File: src/rtl/sps_pkg.sv
// ------------------------------------------------------------------------
// sps_pkg
// Shared constants and types for the solenoid pulse sequencer.
// ------------------------------------------------------------------------
package sps_pkg;

  // channel count and derived widths
  localparam int CHANNELS = 16;
  localparam int IDX_W    = (CHANNELS > 1) ? $clog2(CHANNELS) : 1;

  // item field widths
  localparam int MODE_W  = 2;
  localparam int CHAN_W  = 4;
  localparam int VELO_W  = 16;
  localparam int COUNT_W = 15;
  localparam int MASK_W  = 16;

  // mode codes
  localparam logic [MODE_W-1:0] MODE_NOTE = 2'd0;
  localparam logic [MODE_W-1:0] MODE_TICK = 2'd1;
  localparam logic [MODE_W-1:0] MODE_STOP = 2'd2;

  // channel field select and stop-all off mask
  localparam logic [CHAN_W-1:0] CHAN_SEL = CHAN_W'(CHANNELS - 1);
  localparam logic [MASK_W-1:0] ALL_OFF_MASK =
    (CHANNELS >= MASK_W) ? {MASK_W{1'b1}} : MASK_W'((64'd1 << CHANNELS) - 64'd1);

  // controller to datapath
  typedef struct packed {
    logic load;     // capture the input beat
    logic exec;     // note / stop / tick setup
    logic step;     // process one channel of a tick
    logic publish;  // move working masks to the output register
  } sps_cmd_t;

  // datapath to controller
  typedef struct packed {
    logic is_tick;
    logic walk_last;
    logic out_busy;
  } sps_status_t;

endpackage

File: src/rtl/solenoid_pulse_sequencer_unit.sv
// ------------------------------------------------------------------------
// solenoid_pulse_sequencer_unit
// Multi-channel solenoid pulse timer: note, tick and stop-all beats.
// ------------------------------------------------------------------------
// Flow: a beat is captured on acceptance, set up in S_EXEC, walked in
//   S_WALK (tick only) and published from S_FINISH once out_valid is clear
//   or being taken; a new beat is accepted only in S_IDLE, after publish.
//   A tick walks the channel store one channel per cycle.
// Reset: rst clears all channel flags, the controller and out_valid.
module solenoid_pulse_sequencer_unit (
  input  logic                         clk,
  input  logic                         rst,
  input  logic                         in_valid,
  output logic                         in_ready,
  input  logic [sps_pkg::MODE_W-1:0]   mode,
  input  logic [sps_pkg::CHAN_W-1:0]   channel,
  input  logic [sps_pkg::VELO_W-1:0]   velocity,
  output logic                         out_valid,
  input  logic                         out_ready,
  output logic [sps_pkg::MASK_W-1:0]   full_mask,
  output logic [sps_pkg::MASK_W-1:0]   hold_mask,
  output logic [sps_pkg::MASK_W-1:0]   off_mask
);
  import sps_pkg::*;

  sps_cmd_t    cmd;
  sps_status_t status;

  sps_ctrl u_ctrl (
    .clk       (clk),
    .rst       (rst),
    .in_valid  (in_valid),
    .in_ready  (in_ready),
    .out_ready (out_ready),
    .status    (status),
    .cmd       (cmd)
  );

  sps_datapath u_dp (
    .clk       (clk),
    .rst       (rst),
    .cmd       (cmd),
    .status    (status),
    .mode      (mode),
    .channel   (channel),
    .velocity  (velocity),
    .out_ready (out_ready),
    .out_valid (out_valid),
    .full_mask (full_mask),
    .hold_mask (hold_mask),
    .off_mask  (off_mask)
  );

endmodule

File: src/rtl/sps_ctrl.sv
// ------------------------------------------------------------------------
// sps_ctrl
// Sequencer controller: accepts a beat, runs it, hands off the result.
// ------------------------------------------------------------------------
module sps_ctrl (
  input  logic                clk,
  input  logic                rst,
  input  logic                in_valid,
  output logic                in_ready,
  input  logic                out_ready,
  input  sps_pkg::sps_status_t status,
  output sps_pkg::sps_cmd_t    cmd
);
  import sps_pkg::*;

  typedef enum logic [1:0] {
    S_IDLE,
    S_EXEC,
    S_WALK,
    S_FINISH
  } state_t;

  state_t state, state_next;
  logic   can_publish;

  assign can_publish = !status.out_busy || out_ready;
  assign in_ready    = (state == S_IDLE);

  // command decode and next state
  always_comb begin
    cmd        = '0;
    state_next = state;
    unique case (state)
      S_IDLE: begin
        if (in_valid) begin
          cmd.load   = 1'b1;
          state_next = S_EXEC;
        end
      end
      S_EXEC: begin
        cmd.exec   = 1'b1;
        state_next = status.is_tick ? S_WALK : S_FINISH;
      end
      S_WALK: begin
        cmd.step = 1'b1;
        if (status.walk_last) begin
          state_next = S_FINISH;
        end
      end
      S_FINISH: begin
        if (can_publish) begin
          cmd.publish = 1'b1;
          state_next  = S_IDLE;
        end
      end
      default: state_next = S_IDLE;
    endcase
  end

  // state register
  always_ff @(posedge clk) begin
    if (rst) begin
      state <= S_IDLE;
    end else begin
      state <= state_next;
    end
  end

endmodule

File: src/rtl/sps_datapath.sv
// ------------------------------------------------------------------------
// sps_datapath
// Channel store, flags, tick walker and output register.
// ------------------------------------------------------------------------
module sps_datapath (
  input  logic                         clk,
  input  logic                         rst,
  input  sps_pkg::sps_cmd_t            cmd,
  output sps_pkg::sps_status_t         status,
  input  logic [sps_pkg::MODE_W-1:0]   mode,
  input  logic [sps_pkg::CHAN_W-1:0]   channel,
  input  logic [sps_pkg::VELO_W-1:0]   velocity,
  input  logic                         out_ready,
  output logic                         out_valid,
  output logic [sps_pkg::MASK_W-1:0]   full_mask,
  output logic [sps_pkg::MASK_W-1:0]   hold_mask,
  output logic [sps_pkg::MASK_W-1:0]   off_mask
);
  import sps_pkg::*;

  // latched item
  logic [MODE_W-1:0]  item_mode;
  logic [CHAN_W-1:0]  item_chan;
  logic [VELO_W-1:0]  item_velo;

  // per-channel state
  logic [COUNT_W-1:0] pulse_count [CHANNELS];
  logic [CHANNELS-1:0] trigger_flag;
  logic [CHANNELS-1:0] play_flag;

  // walk index and working masks
  logic [IDX_W-1:0]   idx;
  logic [MASK_W-1:0]  work_full;
  logic [MASK_W-1:0]  work_hold;
  logic [MASK_W-1:0]  work_off;

  // note decode
  logic [CHAN_W-1:0]  chan_m;
  logic [IDX_W-1:0]   note_idx;
  logic               note_in_range;
  logic               note_off;
  logic               do_note;

  // tick channel evaluation
  logic [COUNT_W-1:0] cnt_rd;
  logic [COUNT_W-1:0] cnt_dec;
  logic [MASK_W-1:0]  walk_bit;
  logic               walk_play;
  logic               walk_trig;

  assign chan_m        = item_chan & CHAN_SEL;
  assign note_idx      = IDX_W'(chan_m);
  assign note_in_range = (8'(chan_m) < 8'(CHANNELS));
  assign note_off      = (item_velo == '0) || item_velo[VELO_W-1];
  assign do_note       = cmd.exec && (item_mode == MODE_NOTE) && note_in_range;

  assign cnt_rd    = pulse_count[idx];
  assign cnt_dec   = cnt_rd - COUNT_W'(1);
  assign walk_bit  = MASK_W'(1) << idx;
  assign walk_play = play_flag[idx];
  assign walk_trig = trigger_flag[idx];

  assign status.is_tick   = (item_mode == MODE_TICK);
  assign status.walk_last = (idx == IDX_W'(CHANNELS - 1));
  assign status.out_busy  = out_valid;

  // item capture
  always_ff @(posedge clk) begin
    if (cmd.load) begin
      item_mode <= mode;
      item_chan <= channel;
      item_velo <= velocity;
    end
  end

  // flags
  always_ff @(posedge clk) begin
    if (rst) begin
      trigger_flag <= '0;
      play_flag    <= '0;
    end else if (cmd.exec && item_mode == MODE_STOP) begin
      trigger_flag <= '0;
      play_flag    <= '0;
    end else if (do_note) begin
      if (note_off) begin
        trigger_flag[note_idx] <= 1'b0;
        play_flag[note_idx]    <= 1'b0;
      end else begin
        trigger_flag[note_idx] <= 1'b1;
      end
    end else if (cmd.step) begin
      if (walk_play) begin
        if (cnt_dec == '0) begin
          play_flag[idx] <= 1'b0;
        end
      end else if (walk_trig) begin
        trigger_flag[idx] <= 1'b0;
        play_flag[idx]    <= 1'b1;
      end
    end
  end

  // pulse count store
  always_ff @(posedge clk) begin
    if (cmd.exec && item_mode == MODE_STOP) begin
      for (int i = 0; i < CHANNELS; i++) begin
        pulse_count[i] <= '0;
      end
    end else if (do_note && !note_off) begin
      pulse_count[note_idx] <= item_velo[COUNT_W-1:0];
    end else if (cmd.step && walk_play) begin
      pulse_count[idx] <= cnt_dec;
    end
  end

  // walk index and working masks
  always_ff @(posedge clk) begin
    if (cmd.exec) begin
      idx       <= '0;
      work_full <= '0;
      work_hold <= '0;
      work_off  <= '0;
      if (item_mode == MODE_STOP) begin
        work_off <= ALL_OFF_MASK;
      end else if (do_note && note_off) begin
        work_off <= MASK_W'(1) << chan_m;
      end
    end else if (cmd.step) begin
      idx <= idx + IDX_W'(1);
      if (walk_play) begin
        if (cnt_dec == '0) begin
          work_hold <= work_hold | walk_bit;
        end
      end else if (walk_trig) begin
        work_full <= work_full | walk_bit;
      end
    end
  end

  // output register
  always_ff @(posedge clk) begin
    if (rst) begin
      out_valid <= 1'b0;
    end else if (cmd.publish) begin
      out_valid <= 1'b1;
    end else if (out_ready) begin
      out_valid <= 1'b0;
    end
  end

  always_ff @(posedge clk) begin
    if (cmd.publish) begin
      full_mask <= work_full;
      hold_mask <= work_hold;
      off_mask  <= work_off;
    end
  end

endmodule

File: config.mk
export PLATFORM = sky130hd
export DESIGN_NAME = solenoid_pulse_sequencer_unit
export DESIGN_NICKNAME = d
export VERILOG_FILES = /design/src/rtl/sps_pkg.sv /design/src/rtl/solenoid_pulse_sequencer_unit.sv /design/src/rtl/sps_ctrl.sv /design/src/rtl/sps_datapath.sv
export SDC_FILE = /design/constraint.sdc
export NUM_CORES = 1
export LEC_CHECK = 0
export CAP_MARGIN = 20
export CORE_MARGIN = 3
export CORE_UTILIZATION = 40
export CTS_CLUSTER_SIZE = 25
export DETAILED_ROUTE_END_ITERATION = 10
export DONT_BUFFER_PORTS = 1
export HOLD_SLACK_MARGIN = 0.08
export MAX_ROUTING_LAYER = met4
export RECOVER_POWER = 25
export SYNTH_ARGS = -nofsm -noshare
export SYNTH_HDL_FRONTEND = slang
export SYNTH_SLANG_ARGS = --single-unit
File: constraint.sdc
create_clock -name clk -period 9.3 [get_ports clk]
set_clock_uncertainty 0.2 [all_clocks]
set_input_delay 0.93 -clock clk [delete_from_list [all_inputs] [get_ports clk]]
set_output_delay 0.93 -clock clk [all_outputs]
set_load 0.05 [all_outputs]
==> metrics.md <==
| Metric | Value |
|---|---|
| Sequential share of the synthesized area | between 60% and 70% |
| DR vias | 11200 |
| Worst-case reg-to-reg path depth | 10 |
| FF-to-FF End | u_dp.pulse_count[15][9] |
| Final Critical Period | ~6.7 ns |
| Headroom to the max-slew limit | -91.6% |
| Setup-failing EPs final | 0 |
| Worst endpoint required time | 9.27 ns |
| CTS resizes | 0 |
| Mapped Nets | 1409 |
| Drt wl/cell | 23.7 um |
| CP max FO | 58 |
| Dominant cells by area after synthesis | edfxtp_1 (56%), dfxtp_1 (8.6%), mux4_2 (8.3%) |
| Most common cell after layout, fill and taps aside | edfxtp_1 |
| Final GP Congestion | 0.925 |
| N_diodes | 0 |
| Most frequent cells in the layout | edfxtp_1 (326), nor2_1 (322), nand2_1 (101), dfxtp_1 (74), mux4_2 (64) |
| Critical path class | register to register |
| Place WS | 4.14 ns |
| Vias per cell | 5.73 |
| Register-to-Register Setup Slack | 2.64 ns |
| Root buffer cell | clkbuf_16 |
| Asr flop ratio synth | 0% |
| CP endpoint | u_dp.pulse_count[15][9] |
| Setup ws final | approximately 2.6 ns |
| Avg Inst Size Synth | approximately 13 um^2 |
| Mux contribution to synthesized area | 9.58% |
| #FFs+latches synth | 401 |
| Util after Layout | between 40% and 50% |
| Hold slack | 0.218 ns |
| Yosys Warn Count | 0 |
| Final worst-path cycle share | 71.6% |
| Slew Viols, Final | 108 |
| Area of the core | 0.0425 mm^2 |
| Sink Count | 401 |
| Row count | 75 |
| # port buffers | 0 |
| Hold_buf cts | 0 |
| Worst Setup SP | u_ctrl.state[1] |
| Clock Tree Buf Depth | 3 |
| Die X | 215 um |
| Hold Path Class | register to register |
| Synth Area in Adders | 0.860% |
| Layout cell share with drive strength beyond 1 | 12.4% |
| Top Ports | 76 |
| Largest area contributor in the netlist | edfxtp_1 |
| Clock latency at the later pin of the worst-skew pair | 0.58 ns |
| Die height | 215 um |
| Synth Area in Compound Gates | between 7 and 8% |
| Initial antenna violation count | 0 |
| Setup tns final | 0 ns |
| Largest net degree at the start of global routing | 59 |
| Synth Instances | roughly 1400 |
| Largest family of logic cells by synthesized area | simple AND/OR/NAND/NOR gates |
| Yosys top cell area share | around 56% |
| Layout fillers | 3860 |
| Number of global-route vias before repair | around 11000 |
| H-tree depth | 2 |
| Outcome | complete, but fails checks |
| RSZ-0062 raised after global routing | false |
| GRT Overall Usage | 20.6% |
| Final hold vios | 0 |
| Worst slew pin tran | 2.87 ns |
| Die area | 0.0462 mm^2 |
| Cts bufs inserted | 42 |
| Footprint of the multi-input gates | 0.00564 mm^2 |
| Final ANT Viol Nets | 0 |
| Cell area after synthesis | 0.0175 mm^2 |
| CTS tree | yes |
| Final #Nets | 1384 |
| DR iter-0 viols | 1001 |
| Hpwl dp | roughly 30000 um |
| First-pass GRT wire length | between 70000 and 80000 um |
| DRC | 0 |
| Number of distinct library cells after synthesis | 73 |
| Worst VDD drop | around 0.15 mV |
| Crit start category | register |
| Initial core utilization | 41.1% |
| Routed WL | between 40000 and 50000 um |
| Max-cap violations | 2 |
| CTS clk-pin slew, worst paths | 0.06 ns |
| Worst r2r src | u_ctrl.state[1] |
| Sequential Area | roughly 0.011 mm^2 |
| Area Growth Syn to Fin | 10.2% |
| EDFF count, synth | 326 |
| First-pass detailed-route iteration total | 6 |
| Post-synthesis simple-gate area fraction | 13.1% |
| Xor and xnor area share after synthesis | 0.702% |
| Worst EP arrival | 6.63 ns |
| FMAX | roughly 150 MHz |
| Grt ovf | 0 |
| Post-CTS Repair Setup Buffers | 0 |
| Failing checks | max-capacitance violations, max-slew violations |
| Top FF cell, synth | edfxtp_1 |
| PD cells | 271 mW/mm^2 |
| Pleak | between 6 and 7 nW |
| Crit end category | register |
[sequential cells by signal, summed over array words and instances, names as in the netlist, named ones only]
name,flops
u_dp.pulse_count,240
u_dp.full_mask,16
u_dp.hold_mask,16
u_dp.item_velo,16
u_dp.off_mask,16
u_dp.work_full,16
u_dp.work_hold,16
u_dp.work_off,16
u_dp.chan_m,4
u_dp.idx,4
u_ctrl.state,2
u_dp.item_mode,2
u_dp.out_valid,1
[logic make-up (layout without fill, tap and decap cells)]
| group | Yosys count | after routing |
|---|---|---|
| and+or+nand+nor | 534 | 534 |
| DFF | 401 | 401 |
| AOI/OAI and AO/OA | 199 | 199 |
| buffers and inverters | 124 | 132 |
| muxes | 87 | 87 |
| xor gates and xnor gates | 14 | 14 |
| adders and majority gates | 12 | 12 |
[layout make-up]
class,instances,area share (%)
Sequential cell,401,58.7
Multi-Input combinational cell,846,29.3
Clock buffer,52,5.82
Tap cell,577,3.75
Clock inverter,25,0.994
Timing Repair Buffer,23,0.838
Inverter,32,0.624
[synth_stat cells, types with 4 or more instances]
cell type  count
a211oi_1       7
a21oi_1       39
a221oi_1       7
a22oi_1       18
a31oi_1       16
a32oi_1        6
and2_1         7
buf_1          6
buf_2          8
buf_6          4
clkbuf_1      69
dfxtp_1       75
edfxtp_1     326
ha_1          12
inv_1         31
mux2i_1       22
mux4_2        64
nand2_1      101
nand2b_1       4
nand3_1       20
nand3b_1       8
nand4_1       12
nor2_1       322
nor2b_1       15
nor3_1        10
nor4_1         6
o211ai_1       8
o21a_1         5
o21ai_0       34
o22ai_1       21
o31a_1         5
or2_2          4
or3_1          9
xnor2_1        8
xor2_1         6
[routing by layer]
layer / vias up / wire (um) / track usage (%)
met3: 62 / 3380 / 3.14
met1: 5691 / 19800 / 28.2
met2: 447 / 22200 / 32.4
li1: 5013 / - / -
met4: 0 / 930 / 5.19
met5: - / 0 / -
[power by group]
part	internal, W	total, W	leakage, nW	switching, W
clock network	0.000916	0.00162	0.643	0.000705
registers	0.00217	0.00236	3.88	0.000196
logic	0.000395	0.00123	1.99	0.000836
[how the worst min path moves through the flow]
stage                startpoint                to  slack (ns)  depth (start not counted)
2_1_floorplan  u_dp.work_off[0]  u_dp.off_mask[0]        0.20                          0
4_1_cts                     rst    u_dp.out_valid        0.21                          1
5_1_grt                     rst    u_dp.out_valid        0.22                          1
3_3_place_gp   u_dp.work_off[9]  u_dp.off_mask[9]        0.20                          0
3_5_place_dp   u_dp.work_off[5]  u_dp.off_mask[5]        0.20                          0
6_report       u_dp.work_off[5]  u_dp.off_mask[5]        0.22                          0
[worst max-delay path, stage by stage, from the launching register on]
cell      delay, ns
dfxtp_1        0.34
inv_1          0.10
ha_1           0.15
clkbuf_1       2.02
nand2_1        0.11
buf_4          0.36
nor2_1         0.63
nand2_1        0.17
o32ai_1        0.45
nand2_1        0.74
nand2_1        0.95
[through the flow]
stage / cells / cell area (um^2) / power (W)
floorplan: 1371 / 17500 / 0.00323
global placement: 1876 / 17900 / 0.00361
detailed placement: 1877 / 17900 / 0.00362
CTS: 1954 / 19200 / 0.00524
global route: 1956 / 19300 / 0.00543
finish: 1956 / 19300 / 0.00522
Power figures use the tool's default switching activity.
